==> src/rtl/core/waveform_window_peak_centroid_assert.svh <==
// ----------------------------------------------------------------------------
// Assertion macros for the waveform window peak centroid block
// Clocked implication checks, disabled while the reset is active.
// ----------------------------------------------------------------------------
`ifndef WAVEFORM_WINDOW_PEAK_CENTROID_ASSERT_SVH
`define WAVEFORM_WINDOW_PEAK_CENTROID_ASSERT_SVH

// The consequent must hold in the same cycle as the antecedent.
`define WWPC_ASSERT_SAME(lbl, ante, cons, msg) \
	lbl: assert property (@(posedge clk) disable iff (!arst_n) (ante) |-> (cons)) \
		else $error(msg);

// The consequent must hold in the cycle after the antecedent.
`define WWPC_ASSERT_NEXT(lbl, ante, cons, msg) \
	lbl: assert property (@(posedge clk) disable iff (!arst_n) (ante) |=> (cons)) \
		else $error(msg);

`endif

==> src/rtl/core/wwpc_pkg.sv <==
// ----------------------------------------------------------------------------
// wwpc_pkg
// Constants, widths and the sequencer state type of the window peak block.
// ----------------------------------------------------------------------------
package wwpc_pkg;

	localparam int MAX_WINDOW  = 16;
	localparam int MAX_SAMPLES = 64;
	localparam int FRAC_BITS   = 8;

	localparam int SAMPLE_W = 16;
	localparam int WIN_W    = 5;
	localparam int SUM_W    = 20;
	localparam int WSUM_W   = 27;
	localparam int START_W  = 6;
	localparam int TIME_W   = 14;

	localparam int RING_AW = $clog2(MAX_WINDOW);
	localparam int CNT_W   = $clog2(MAX_SAMPLES + 1);
	localparam int IDX_W   = $clog2(MAX_SAMPLES);
	localparam int LEFT_W  = $clog2(MAX_WINDOW + 1);
	localparam int DIVC_W  = $clog2(TIME_W + 1);
	localparam int DIVD_W  = WSUM_W + FRAC_BITS;
	localparam int REM_W   = DIVD_W - TIME_W;

	localparam int OUT_BITS = SUM_W + START_W + TIME_W + 1;
	localparam int OUT_W    = ((OUT_BITS + 7) / 8) * 8;

	localparam logic [WIN_W-1:0] WINDOW_RESET = WIN_W'(6);

	typedef enum logic [2:0] {
		ST_IDLE,
		ST_ACC,
		ST_DSET,
		ST_DIV,
		ST_OUT
	} wwpc_state_t;

endpackage

==> src/rtl/core/waveform_window_peak_centroid.sv <==
// ----------------------------------------------------------------------------
// waveform_window_peak_centroid
// Sliding-window peak integration with a centroid time, one sample per beat.
// ----------------------------------------------------------------------------
// Usage: the input stream carries one unsigned 16-bit waveform sample per beat
// in s_tdata, and s_tlast marks the last sample of a pixel. The output stream
// delivers one beat per pixel, once its last sample has been
// processed. Its tdata holds the peak window sum, the start index of that
// window, the centroid time with 8 fractional bits, and the too-long flag.
// The window width is written through cfg_we/cfg_wdata; the user must do so
// only while the block is idle, as the block itself does not enforce this.
// Throughput: each sample is written into a 16-entry ring memory, and a single
// adder/multiplier pair then walks the current window one entry per cycle
// through the registered ring read port. A sample therefore occupies the
// block until the walk ends once a full window exists; s_tready is low
// meanwhile. At the end of a pixel, a restoring divider takes a setup step
// and, unless the peak sum is zero, produces one quotient bit per cycle;
// the result is then loaded into the output register.
// The result is held in an output register; the next pixel's samples are
// accepted while it waits. If the receiver stalls and a second result is
// ready, the block holds it and takes no input until the register is free.
// Reset clears the sequencer, the pixel state and the output valid, and sets
// the window width to 6. The ring needs no clearing, since only entries
// written in the current pixel are read.
// ----------------------------------------------------------------------------
module waveform_window_peak_centroid (
	input  logic                          clk,
	input  logic                          arst_n,
	input  logic                          cfg_we,
	input  logic [wwpc_pkg::WIN_W-1:0]    cfg_wdata,  // window_size
	input  logic                          s_tvalid,
	output logic                          s_tready,
	input  logic [wwpc_pkg::SAMPLE_W-1:0] s_tdata,    // sample
	input  logic                          s_tlast,    // last_sample
	output logic                          m_tvalid,
	input  logic                          m_tready,
	// peak_sum[19:0], peak_start[25:20], peak_time[39:26], too_long[40], zeros
	output logic [wwpc_pkg::OUT_W-1:0]    m_tdata
);
	import wwpc_pkg::*;

	wwpc_state_t state_q, state_n;

	// Configuration and pixel state.
	logic [WIN_W-1:0]    win_cfg_q;
	logic [CNT_W-1:0]    cnt_q;
	logic [SUM_W-1:0]    best_sum_q;
	logic [WSUM_W-1:0]   best_wsum_q;
	logic [START_W-1:0]  best_start_q;
	logic                ovf_q;
	logic                last_q;

	// Window walk: read index, reads left, accumulators.
	logic [IDX_W-1:0]    idx_q;
	logic [LEFT_W-1:0]   left_q;
	logic [SUM_W-1:0]    acc_sum_q;
	logic [WSUM_W-1:0]   acc_wsum_q;
	logic                vld_s1;
	logic [IDX_W-1:0]    idx_s1;
	logic [SAMPLE_W-1:0] rdata_s1;

	// The sample ring.
	logic [SAMPLE_W-1:0] ring_q [MAX_WINDOW];

	// Divider.
	logic [REM_W-1:0]    rem_q;
	logic [TIME_W-1:0]   quot_q;
	logic [DIVC_W-1:0]   divc_q;

	// Output register.
	logic                m_tvalid_q;
	logic [OUT_W-1:0]    m_tdata_q;

	// Combinational helpers.
	logic                s_acc;
	logic                has_room;
	logic [WIN_W-1:0]    win_eff;
	logic [CNT_W-1:0]    cnt_inc;
	logic                win_full;
	logic [CNT_W-1:0]    start_full;
	logic                walk_done;
	logic                out_free;
	logic [DIVD_W-1:0]   dividend;
	logic [REM_W:0]      trial;
	logic [REM_W:0]      trial_diff;
	logic                trial_ok;
	logic [OUT_BITS-1:0] out_pack;

	assign s_acc     = s_tvalid && s_tready;
	assign has_room  = cnt_q < CNT_W'(MAX_SAMPLES);
	assign cnt_inc   = cnt_q + CNT_W'(1);

	// A zero width counts as one, widths above the ring depth saturate.
	always_comb begin
		priority if (win_cfg_q == '0) begin
			win_eff = WIN_W'(1);
		end else if (win_cfg_q > WIN_W'(MAX_WINDOW)) begin
			win_eff = WIN_W'(MAX_WINDOW);
		end else begin
			win_eff = win_cfg_q;
		end
	end

	assign win_full   = cnt_inc >= CNT_W'(win_eff);
	assign start_full = cnt_inc - CNT_W'(win_eff);
	assign walk_done  = (left_q == '0) && !vld_s1;
	assign out_free   = !m_tvalid_q || m_tready;

	assign dividend   = {best_wsum_q, FRAC_BITS'(0)};
	assign trial      = {rem_q, quot_q[TIME_W-1]};
	assign trial_diff = trial - (REM_W + 1)'(best_sum_q);
	assign trial_ok   = trial >= (REM_W + 1)'(best_sum_q);

	assign out_pack = {ovf_q, quot_q, best_start_q, best_sum_q};

	// Next state.
	always_comb begin
		state_n = state_q;
		unique case (state_q)
			ST_IDLE: begin
				if (s_acc) begin
					if (has_room && win_full) begin
						state_n = ST_ACC;
					end else if (s_tlast) begin
						state_n = ST_DSET;
					end
				end
			end
			ST_ACC: begin
				if (walk_done) begin
					state_n = last_q ? ST_DSET : ST_IDLE;
				end
			end
			ST_DSET: begin
				state_n = (best_sum_q == '0) ? ST_OUT : ST_DIV;
			end
			ST_DIV: begin
				if (divc_q == DIVC_W'(1)) begin
					state_n = ST_OUT;
				end
			end
			ST_OUT: begin
				if (out_free) begin
					state_n = ST_IDLE;
				end
			end
			default: begin
				state_n = ST_IDLE;
			end
		endcase
	end

	// Handshake outputs.
	always_comb begin
		s_tready = (state_q == ST_IDLE);
		m_tvalid = m_tvalid_q;
		m_tdata  = m_tdata_q;
	end

	always_ff @(posedge clk or negedge arst_n) begin
		if (!arst_n) begin
			state_q <= ST_IDLE;
		end else begin
			state_q <= state_n;
		end
	end

	always_ff @(posedge clk or negedge arst_n) begin
		if (!arst_n) begin
			win_cfg_q <= WINDOW_RESET;
		end else if (cfg_we) begin
			win_cfg_q <= cfg_wdata;
		end
	end

	// Ring write on an accepted sample with room, registered read during the walk.
	always_ff @(posedge clk) begin
		if (s_acc && has_room) begin
			ring_q[cnt_q[RING_AW-1:0]] <= s_tdata;
		end
		rdata_s1 <= ring_q[idx_q[RING_AW-1:0]];
		idx_s1   <= idx_q;
	end

	// Sequencer datapath: window walk, peak tracking, division, output load.
	always_ff @(posedge clk or negedge arst_n) begin
		if (!arst_n) begin
			cnt_q        <= '0;
			best_sum_q   <= '0;
			best_wsum_q  <= '0;
			best_start_q <= '0;
			ovf_q        <= 1'b0;
			last_q       <= 1'b0;
			idx_q        <= '0;
			left_q       <= '0;
			acc_sum_q    <= '0;
			acc_wsum_q   <= '0;
			vld_s1       <= 1'b0;
			rem_q        <= '0;
			quot_q       <= '0;
			divc_q       <= '0;
			m_tvalid_q   <= 1'b0;
			m_tdata_q    <= '0;
		end else begin
			if (m_tvalid_q && m_tready) begin
				m_tvalid_q <= 1'b0;
			end
			vld_s1 <= 1'b0;

			unique case (state_q)
				ST_IDLE: begin
					if (s_acc) begin
						last_q <= s_tlast;
						if (has_room) begin
							cnt_q      <= cnt_inc;
							idx_q      <= start_full[IDX_W-1:0];
							// Reads are only scheduled once a whole window exists.
							left_q     <= win_full ? LEFT_W'(win_eff) : '0;
							acc_sum_q  <= '0;
							acc_wsum_q <= '0;
						end else begin
							ovf_q <= 1'b1;
						end
					end
				end
				ST_ACC: begin
					if (left_q != '0) begin
						vld_s1 <= 1'b1;
						idx_q  <= idx_q + IDX_W'(1);
						left_q <= left_q - LEFT_W'(1);
					end
					if (vld_s1) begin
						acc_sum_q  <= acc_sum_q + SUM_W'(rdata_s1);
						acc_wsum_q <= acc_wsum_q + WSUM_W'(rdata_s1) * WSUM_W'(idx_s1);
					end
					// The first strictly greatest window wins.
					if (walk_done && (acc_sum_q > best_sum_q)) begin
						best_sum_q   <= acc_sum_q;
						best_wsum_q  <= acc_wsum_q;
						best_start_q <= START_W'(idx_q - IDX_W'(win_eff));
					end
				end
				ST_DSET: begin
					// The quotient fits in TIME_W bits, so the upper dividend
					// bits start out as the partial remainder.
					rem_q  <= dividend[DIVD_W-1:TIME_W];
					quot_q <= (best_sum_q == '0) ? '0 : dividend[TIME_W-1:0];
					divc_q <= DIVC_W'(TIME_W);
				end
				ST_DIV: begin
					rem_q  <= trial_ok ? trial_diff[REM_W-1:0] : trial[REM_W-1:0];
					quot_q <= {quot_q[TIME_W-2:0], trial_ok};
					divc_q <= divc_q - DIVC_W'(1);
				end
				ST_OUT: begin
					if (out_free) begin
						m_tvalid_q   <= 1'b1;
						m_tdata_q    <= OUT_W'(out_pack);
						cnt_q        <= '0;
						best_sum_q   <= '0;
						best_wsum_q  <= '0;
						best_start_q <= '0;
						ovf_q        <= 1'b0;
					end
				end
				default: begin
				end
			endcase
		end
	end

`include "waveform_window_peak_centroid_assert.svh"

	`WWPC_ASSERT_SAME(a_div_nonzero, state_q == ST_DIV, best_sum_q != '0, "division by a zero peak sum")
	`WWPC_ASSERT_SAME(a_walk_in_acc, left_q != '0, state_q == ST_ACC, "window reads pending outside the walk")
	`WWPC_ASSERT_SAME(a_idle_quiet, s_tready, !vld_s1, "ring read in flight while taking a sample")
	`WWPC_ASSERT_NEXT(a_out_load, (state_q == ST_OUT) && out_free, m_tvalid && (cnt_q == '0), "result not loaded or pixel not cleared")

endmodule
==> config.mk <==
export PLATFORM = sky130hd
export DESIGN_NAME = waveform_window_peak_centroid
export DESIGN_NICKNAME = d
export VERILOG_FILES = /design/src/rtl/core/wwpc_pkg.sv /design/src/rtl/core/waveform_window_peak_centroid.sv
export VERILOG_INCLUDE_DIRS = /design/src /design/src/rtl/core
export SDC_FILE = /design/constraint.sdc
export NUM_CORES = 1
export LEC_CHECK = 0
export BUFFER_PORTS_ARGS = -buffer_cell sky130_fd_sc_hd__buf_2
export CORE_MARGIN = 5
export CORE_UTILIZATION = 45
export DETAILED_ROUTE_END_ITERATION = 7
export GPL_ROUTABILITY_DRIVEN = 0
export PLACE_DENSITY_LB_ADDON = 0.08
export REMOVE_ABC_BUFFERS = 1
export SLEW_MARGIN = 20
export SYNTH_ARGS = -nofsm -noshare
export SYNTH_HDL_FRONTEND = slang
export SYNTH_SLANG_ARGS = --single-unit
==> constraint.sdc <==
create_clock -name clk -period 8.63 [get_ports clk]
set_input_delay 0.863 -clock clk [delete_from_list [all_inputs] [get_ports clk]]
set_output_delay 0.863 -clock clk [all_outputs]
set_load 0.02 [all_outputs]
; After elaboration in Yosys (flattened, before gate mapping)
; Memory sizes are Yosys's and may differ from the RTL's. A register that Yosys moved wholly into a read port is not among the register bits.
; Index checks and enable logic that the tools add are counted.
[word_totals]
reg_bits = 216
mem_bits_rw = 256
input_bits = 27
out_inout_bits = 50
wordCells = 133
n_memories = 1
[memory_table]
columns = name, words, word_bits, rd, rd_ports_with_merged_regs, wr, line_no
row1 = ring_q, 16, 16, 1, 1, 1, waveform_window_peak_centroid.sv:63  ; logic [SAMPLE_W-1:0] ring_q [MAX_WINDOW];
[classes]
addsub = 9
mul = 1
n_lt_le_gt_ge = 5
eq_ne = 15
mux = 57
reduce_logical = 26
[ops]
columns = op, count
row1 = $mux W27, 5
row2 = $pmux W27 S2, 2
row3 = $mux W20, 5
row4 = $pmux W20 S2, 2
row5 = $pmux W21 S2, 1
row6 = $mux W5, 6
row7 = $mux W6, 5
row8 = $pmux W14 S2, 1
row9 = $add A27 B22 Y27, 1
row10 = $pmux W6 S2, 2
row11 = $ge A22 B20 Y1, 1
row12 = $mul A16 B6 Y22, 1
row13 = $mux W21, 1
row14 = $mux W3, 7
row15 = $mux W7, 3
row16 = $sub A21 B20 Y21, 1
row17 = $add A20 B16 Y20, 1
row18 = $gt A20 B20 Y1, 1
row19 = $logic_not A20 Y1, 1
row20 = $reduce_and A4 Y1, 4
row21 = $pmux W3 S5, 1
row22 = $mux W14, 1
row23 = $ne A2 B2 Y1 const B, 7
row24 = $pmux W7 S2, 1
row25 = 29 further kinds, 52

; Depth between registers and ports, before layout
; Gate-level depths: netlist of run 1.
[logic_depth]
depth_word = 8
depth_mapped = 19
mapped_depth_nobuf = 18

; Worst setup path before layout of run 1
; Ideal clock, no wire load.
[synth_path]
kind = register to register
startpoint = reg idx_s1[3]
endpoint = reg acc_wsum_q[22]
setup_time_ps = 122
arrival_time_ps = 4773
required_ps = 8508
setup_slack_ps = 3736
path_stages_with_launch = 18
path_buffers = 1
period_less_slack_ps = 4894
path_cell_list = dfxtp_1 > clkbuf_1 > and2_1 > fa_1 > fa_1 > fa_1 > inv_1 > fa_1 > inv_1 > ha_1 > a21oi_1 > nor2_1 > o41ai_2 > o21ai_0 > o31ai_1 > a21boi_0 > or3_1 > a32o_1
[synth_between]
elab_chain_len = 4
[synth_rtl]
columns = item, line_no
row1 = from (decl), waveform_window_peak_centroid.sv:59  ; logic [IDX_W-1:0] idx_s1;
row2 = from (signal assigned), waveform_window_peak_centroid.sv:182  ; idx_s1 <= idx_q;
row3 = $mul A16 B6 Y22, waveform_window_peak_centroid.sv:234  ; acc_wsum_q <= acc_wsum_q + WSUM_W'(rdata_s1) * WSUM_W'(idx_s1);
row4 = $add A27 B22 Y27, waveform_window_peak_centroid.sv:234
row5 = $mux W27, waveform_window_peak_centroid.sv:232  ; if (vld_s1) begin
row6 = $pmux W27 S2, waveform_window_peak_centroid.sv:210  ; unique case (state_q)
row7 = to (signal assigned), waveform_window_peak_centroid.sv:234
row8 = to (decl), waveform_window_peak_centroid.sv:57  ; logic [WSUM_W-1:0] acc_wsum_q;
; Every way passes these cells. The select of a mux whose other input is x is not followed.
; A chain may end at the register's enable or synchronous reset.

; Worst setup path in the final report of run 1
[layout_path]
startpoint = reg idx_s1[4]
endpoint = reg acc_wsum_q[26]
; Same word-level chain as after synthesis.

==> results of run 1 <==
## registers in the layout, summed over array words and instances, names as in the netlist, 3 cells and up
register / cells
acc_sum_q: 20
left_q: 5
idx_q: 6
best_sum_q: 20
rdata_s1: 16
state_q: 3
acc_wsum_q: 27
divc_q: 4
best_start_q: 6
idx_s1: 6
best_wsum_q: 27
ring_q: 256
rem_q: 21
quot_q: 14
cnt_q: 7
win_cfg_q: 5
m_tdata: 41
## placed cells by master, fill, tap and decap left out, types with 17 or more instances in the layout
cell type and instances:
a21o_1 35, a21oi_1 73, and2_1 87, buf_2 68, buf_4 33, clkbuf_16 52
dfrtp_1 205, dfxtp_1 22, edfxtp_1 256, fa_1 80, ha_1 114, inv_1 179
mux2_2 26, mux2i_1 18, mux4_2 80, nand2_1 138, nand2b_1 17, nand3_1 93
nor2_1 79, nor3_1 22, o21ai_0 146, o22ai_1 32, xnor2_1 27, xor2_1 31
## worst max path at each step
stage                              start                     endpoint  cells after the start
2_1_floorplan  best_sum_q[1]$_DFFE_PN0P_  best_start_q[2]$_DFFE_PN0P_                      9
3_3_place_gp           idx_s1[4]$_DFF_P_   acc_wsum_q[22]$_DFFE_PN0P_                     16
3_5_place_dp           idx_s1[5]$_DFF_P_   acc_wsum_q[23]$_DFFE_PN0P_                     17
4_1_cts                idx_s1[5]$_DFF_P_   acc_wsum_q[23]$_DFFE_PN0P_                     17
5_1_grt                idx_s1[5]$_DFF_P_   acc_wsum_q[23]$_DFFE_PN0P_                     17
6_report               idx_s1[4]$_DFF_P_   acc_wsum_q[26]$_DFFE_PN0P_                     16
## per-stage QoR
stage / instances / util, %
floorplan: 1960 / -
CTS: 2905 / 50.8
global placement: 2810 / 47.8
finish: 2906 / 50.8
detailed placement: 2810 / 47.8
global route: 2905 / 50.8
## synth_stat cells, types with 6 or more instances
library cell  number
a21o_1            35
nand3b_1           6
a221o_1            6
a31oi_1           11
clkbuf_1          68
dfrtp_1          208
mux2i_1           18
mux4_2            80
xor2_1            31
nor3_1            25
fa_1              80
a21oi_1           73
nand2_1          138
nand4_1           10
o21a_1             9
nor2_1            93
o31ai_1            7
xnor2_1           27
nor4_1             6
dfxtp_1           22
o22ai_1           32
a221oi_1           6
buf_1              7
and3_1             9
buf_4              7
a211oi_1          12
or3_1              8
ha_1             114
nand2b_1          18
edfxtp_1         256
nand3_1           94
and2_1            87
nor2b_1           12
inv_1            179
buf_2             11
mux2_2            26
o21ai_0          146
## area by class of cell
cell class / instances / share of cell area (%)
repair buffers: 102 / 2.14
multi-input cells: 1293 / 38.8
diodes: 1 / 0.00889
flip-flops and latches: 488 / 47.6
well taps: 748 / 3.32
inverters: 179 / 2.39
clock inverters: 26 / 0.867
clock buffers: 69 / 4.95
## routing by layer
| metal | track usage [%] | up-vias | share of wire, % |
|---|---|---|---|
| li1 | - | 7510 | - |
| met1 | 25.3 | 7844 | 45 |
| met2 | 32.0 | 198 | 50 |
| met3 | 2.40 | 88 | 2.6 |
| met4 | 4.76 | 4 | 2.1 |
| met5 | 0 | - | 0.057 |
## critical path, cell delays in order (launching register included)
cell and delay [ns]:
dfxtp_1 0.62, and2_1 0.23, fa_1 0.45, fa_1 0.51, fa_1 0.54, inv_1 0.05
fa_1 0.49, inv_1 0.04, ha_1 0.36, nand2_1 0.10, nor2_1 0.21, nand3_1 0.14
nor4b_1 0.69, o31ai_1 0.26, o21a_1 0.27, or3_1 0.35, a21oi_1 0.14
## kinds of logic (layout without fill, tap and decap cells)
family	count (synthesis)	in the layout	share of synthesized area, %
DFF	488	488	52.9
AOI/OAI and AO/OA	387	387	9.58
buffers and inverters	274	376	4.29
other	1	8	0.0148
adders and majority gates	194	194	12.0
and+or+nand+nor	523	523	10.2
xor gates and xnor gates	58	58	2.01
muxes	124	124	9.00
==> results.yml, run 1 <==
run_status:
  status: "completed"
clock_network:
  cts.sinks: 488
  cts-resized-gates: 0
  h-tree-depth: 2
  clkTransAtPathRegs_ns: 0.06
  cts-root-to-sink-buffers: 3
  clock-root-buffer: "clkbuf_16"
  cts_buffers: 52
  holdBufCountCts: 0
  cts_tree: "done"
  clock_latency_ns: 0.61
  post_cts_buffers: 0
sta:
  period_share_pct: 63.9
  finalSetupTns_ns: 0
  fin_skew_ns: 0.0314
  setup_ws_ns: 3.12
  final.min_clock_period_ns: 5.51
  hold_viol_final: 0
  fmax_mhz: 181
  finalMaxSlewViolations: 0
  setup_viol: 0
  timing.slew.headroom_pct: 33.0
  hold_slack_ns: 0.291
  rsz0062_at_grt: "false"
  tightest_slew_ns: 1.01
die:
  ios: 77
  die_w_um: 247
  initial_core_util_pct: 45.6
  fp.coreArea_um2: 55400
  die-area_um2: 61000
  dieHeight_um: 247
  num_rows: 86
logic_synthesis:
  ys_async_sr_fraction_pct: 43.0
  syn_avg_cell_area_um2: 12.3
  syn-cell-area_um2: 25300
  synth_edf_count: 256
  synth_warnings: 0
  yosysUniqueCellTypes: 69
  synth_top_area_cell: "edfxtp_1"
  synth_top_area_share_pct: 30.4
  ys_ff_latch: 488
  synthCells: 2049
  ys.flop_type: "edfxtp_1"
  synth_area_leaders: "edfxtp_1, dfrtp_1, mux4_2"
  seq_area_frac_synth_pct: 52.9
detailed_routing:
  vias_per_cell: 5.38
  firstDrtPassIters: 5
  drcViolationCount: 0
  ant_nets: 0
  dr_total_vias: 15644
  drt_iter0_markers: 831
  wl_per_cell_um: 19.2
  wl_um: 55900
grt:
  grt_overflow_total: 0
  antenna_found_initial: 2
  grt_max_degree: 104
  grt.total_usage_pct: 18.6
  grt_pass1_wl_um: 89700
  grt_pass1_vias: 15891
place:
  port-buffer-count: 69
  post_dp_cell_area_um2: 26500
  dp_hpwl_um: 37700
  place_ws_ns: 3.15
critical_path:
  r2r-end: "acc_wsum_q[26]$_DFFE_PN0P_"
  crit_path_start_kind: "flip-flop"
  critical_path_class: "flip-flop to flip-flop"
  timing.rr.start: "idx_s1[4]$_DFF_P_"
  r2r_slack_ns: 3.12
  critPathCaptureType: "flip-flop"
  required_ns: 9.17
  crit_fanout: 16
  crit_arrival_ns: 6.05
  rr_worst_depth: 16
flow_run:
  drv_cap: 0
finish:
  fin_nets: 2337
  multiInputGateArea_um2: 10900
  final_layout_size_suffix_gt1_share_pct: 14.6
  fill_cells: 4839
  fin_area_um2: 28200
  area.sequential_um2: 13400
  area_growth_pct: 11.4
hold_path:
  hp-class: "input port to asynchronous set/reset pin"
Power of run 1 is not shown: default switching activity piles up to over one toggle a cycle in this logic, so the estimate is an artifact.
==> run 2: changes to the inputs <==
==> constraint.sdc (replaced) <==
create_clock -name clk -period 4.75 [get_ports clk]
set_input_delay 0.475 -clock clk [delete_from_list [all_inputs] [get_ports clk]]
set_output_delay 0.475 -clock clk [all_outputs]
set_load 0.02 [all_outputs]
==> run 2 against run 1 <==
  * The flow now finishes with violations (negative setup slack)
  * Sequential share of layout area decreased by 2.2 points
  * Flip-flop and latch count unchanged
  * Fmax increased by 15%
  * Wire length increased by 2.9%
  * Highest routed layer unchanged
  * Setup slack got worse by 3.2 ns
  * Cell count increased by 3.2%
  * Critical endpoint is now acc_wsum_q[22]$_DFFE_PN0P_
==> results.yml, run 2 (same netlist as run 1, synthesis figures left out) <==
detailed_routing:
  firstDrtPassIters: 5
  vias_per_cell: 5.35
  ant_nets: 0
  wl_per_cell_um: 19.2
  drt_iter0_markers: 887
  wl_um: 57500
  drcViolationCount: 0
  dr_total_vias: 16035
grt:
  grt.total_usage_pct: 19.0
  antenna_found_initial: 1
  grt_pass1_vias: 16565
  grt_pass1_wl_um: 92000
  grt_overflow_total: 0
  grt_max_degree: 98
critical_path:
  r2r_slack_ns: -0.05
  timing.rr.start: "idx_s1[0]$_DFF_P_"
  crit_fanout: 6
  required_ns: 5.24
  crit_path_start_kind: "flip-flop"
  critical_path_class: "flip-flop to flip-flop"
  critPathTopFamily: "adder cells"
  path_cells: "buf_6 -> and2_4 -> fa_1 -> fa_2 -> fa_1 -> inv_1 -> fa_1 -> inv_2 -> ha_4 -> a21oi_4 -> nor2_2 -> o41ai_4 -> o21ai_2 -> o31ai_4 -> a21boi_2 -> or3_1 -> a32o_1"
  slowest_delay_ns: 0.58
  critPathSlowestCell: "fa_1"
  cp_common_cell: "fa_1"
  rr_worst_depth: 17
  critPathCaptureType: "flip-flop"
  startpoint: "idx_s1[0]$_DFF_P_"
  r2r-end: "acc_wsum_q[22]$_DFFE_PN0P_"
  crit_arrival_ns: 5.29
  crit_buf_inv: 3
hold_path:
  hp-start: "cfg_wdata[0]"
  hp-class: "input port to flip-flop"
  holdPathStages: 2
  whs_endpoint: "win_cfg_q[0]$_DFFE_PN0P_"
clock_network:
  clock-root-buffer: "clkbuf_16"
  clock_latency_ns: 0.62
  cts.sinks: 488
  cts-root-to-sink-buffers: 3
  cts_tree: "done"
  h-tree-depth: 2
  cts_buffers: 54
  clkTransAtPathRegs_ns: 0.06
flow_run:
  drv_cap: 0
finish:
  fin_nets: 2425
  layout_common_cells: "edfxtp_1, dfrtp_1, inv_1"
  area_growth_pct: 17.1
  multiInputGateArea_um2: 11400
  largest_register_ffs: 256
  diodes: 0
  final_layout_size_suffix_gt1_share_pct: 23.0
  finalNonFillerCells: 2998
  fill_cells: 4717
  final_common_cell: "edfxtp_1"
  area.sequential_um2: 13400
run_status:
  violations: "negative setup slack"
  status: "finished with violations"
sta:
  fmax_mhz: 208
  setup_ws_ns: -0.0499
  period_share_pct: 101
  rsz0062_at_grt: "true"
  timing.slew.headroom_pct: 41.2
  final.min_clock_period_ns: 4.80
  setup_viol: 1
  hold_viol_final: 0
  tightest_slew_ns: 0.882
  fin_skew_ns: 0.0225
  finalMaxSlewViolations: 0
place:
  port-buffer-count: 69
  dpl.cell_count: 2882
  dp_hpwl_um: 38700
die:
  num_rows: 86
  dieHeight_um: 247
  fp.coreArea_um2: 55400
  ios: 77
  die-area_um2: 61000
  die_w_um: 247
  initial_core_util_pct: 45.6
run 2: worst max path at each step:
stage                                        endpoint  slack [ns]  depth (start not counted)
after global placement     acc_wsum_q[22]$_DFFE_PN0P_       -0.38                         16
after global routing       acc_wsum_q[22]$_DFFE_PN0P_       -0.20                         17
after CTS                  acc_wsum_q[22]$_DFFE_PN0P_       -0.07                         17
final                      acc_wsum_q[22]$_DFFE_PN0P_       -0.05                         17
after detailed placement   acc_wsum_q[22]$_DFFE_PN0P_       -0.49                         16
after floorplan           best_start_q[2]$_DFFE_PN0P_       -1.01                          9
run 2: routing by layer:
metal,part of all wire (%),up-vias,track usage (%),wire length [um]
met5,0.021,-,0,12
met4,2.2,2,5.00,1270
met3,3.1,86,2.39,1790
met2,51,241,33.6,29300
met1,44,8033,25.0,25200
li1,-,7673,-,-
run 2: cell type report:
class	count	share of cell area, %
tap	748	3.16
sequential	488	45.4
multi-input combinational	1293	38.4
clock inverter	32	1.34
clock buffer	70	5.00
inverter	179	2.27
timing repair buffer	188	4.47
run 2: what timing repair did:
| item | CTS | global route |
|---|---|---|
| buffers inserted | 7 | 7 |
| hold buffers | 1 | 0 |
| pin swaps | 33 | 65 |
| endpoints found under the setup margin | 9 | 13 |
| endpoints found under the hold margin | 92 | 0 |
| gates resized for setup | 64 | 92 |
run 2: through the flow:
step | hold WS, ns | util [%] | area, um^2 | TNS [ns] | setup WS (ns)
2_1_floorplan | 0.179 | - | 24900 | -44.44 | -1.01
3_3_place_gp | 0.456 | 48.8 | 27100 | -1.17 | -0.376
3_5_place_dp | 0.465 | 48.8 | 27100 | -1.78 | -0.490
4_1_cts | 0.0608 | 52.8 | 29200 | -0.115 | -0.0672
5_1_grt | 0.0865 | 53.4 | 29600 | -0.563 | -0.201
6_report | 0.0893 | 53.4 | 29600 | -0.0499 | -0.0499
Power of run 2 is left out for the same reason.
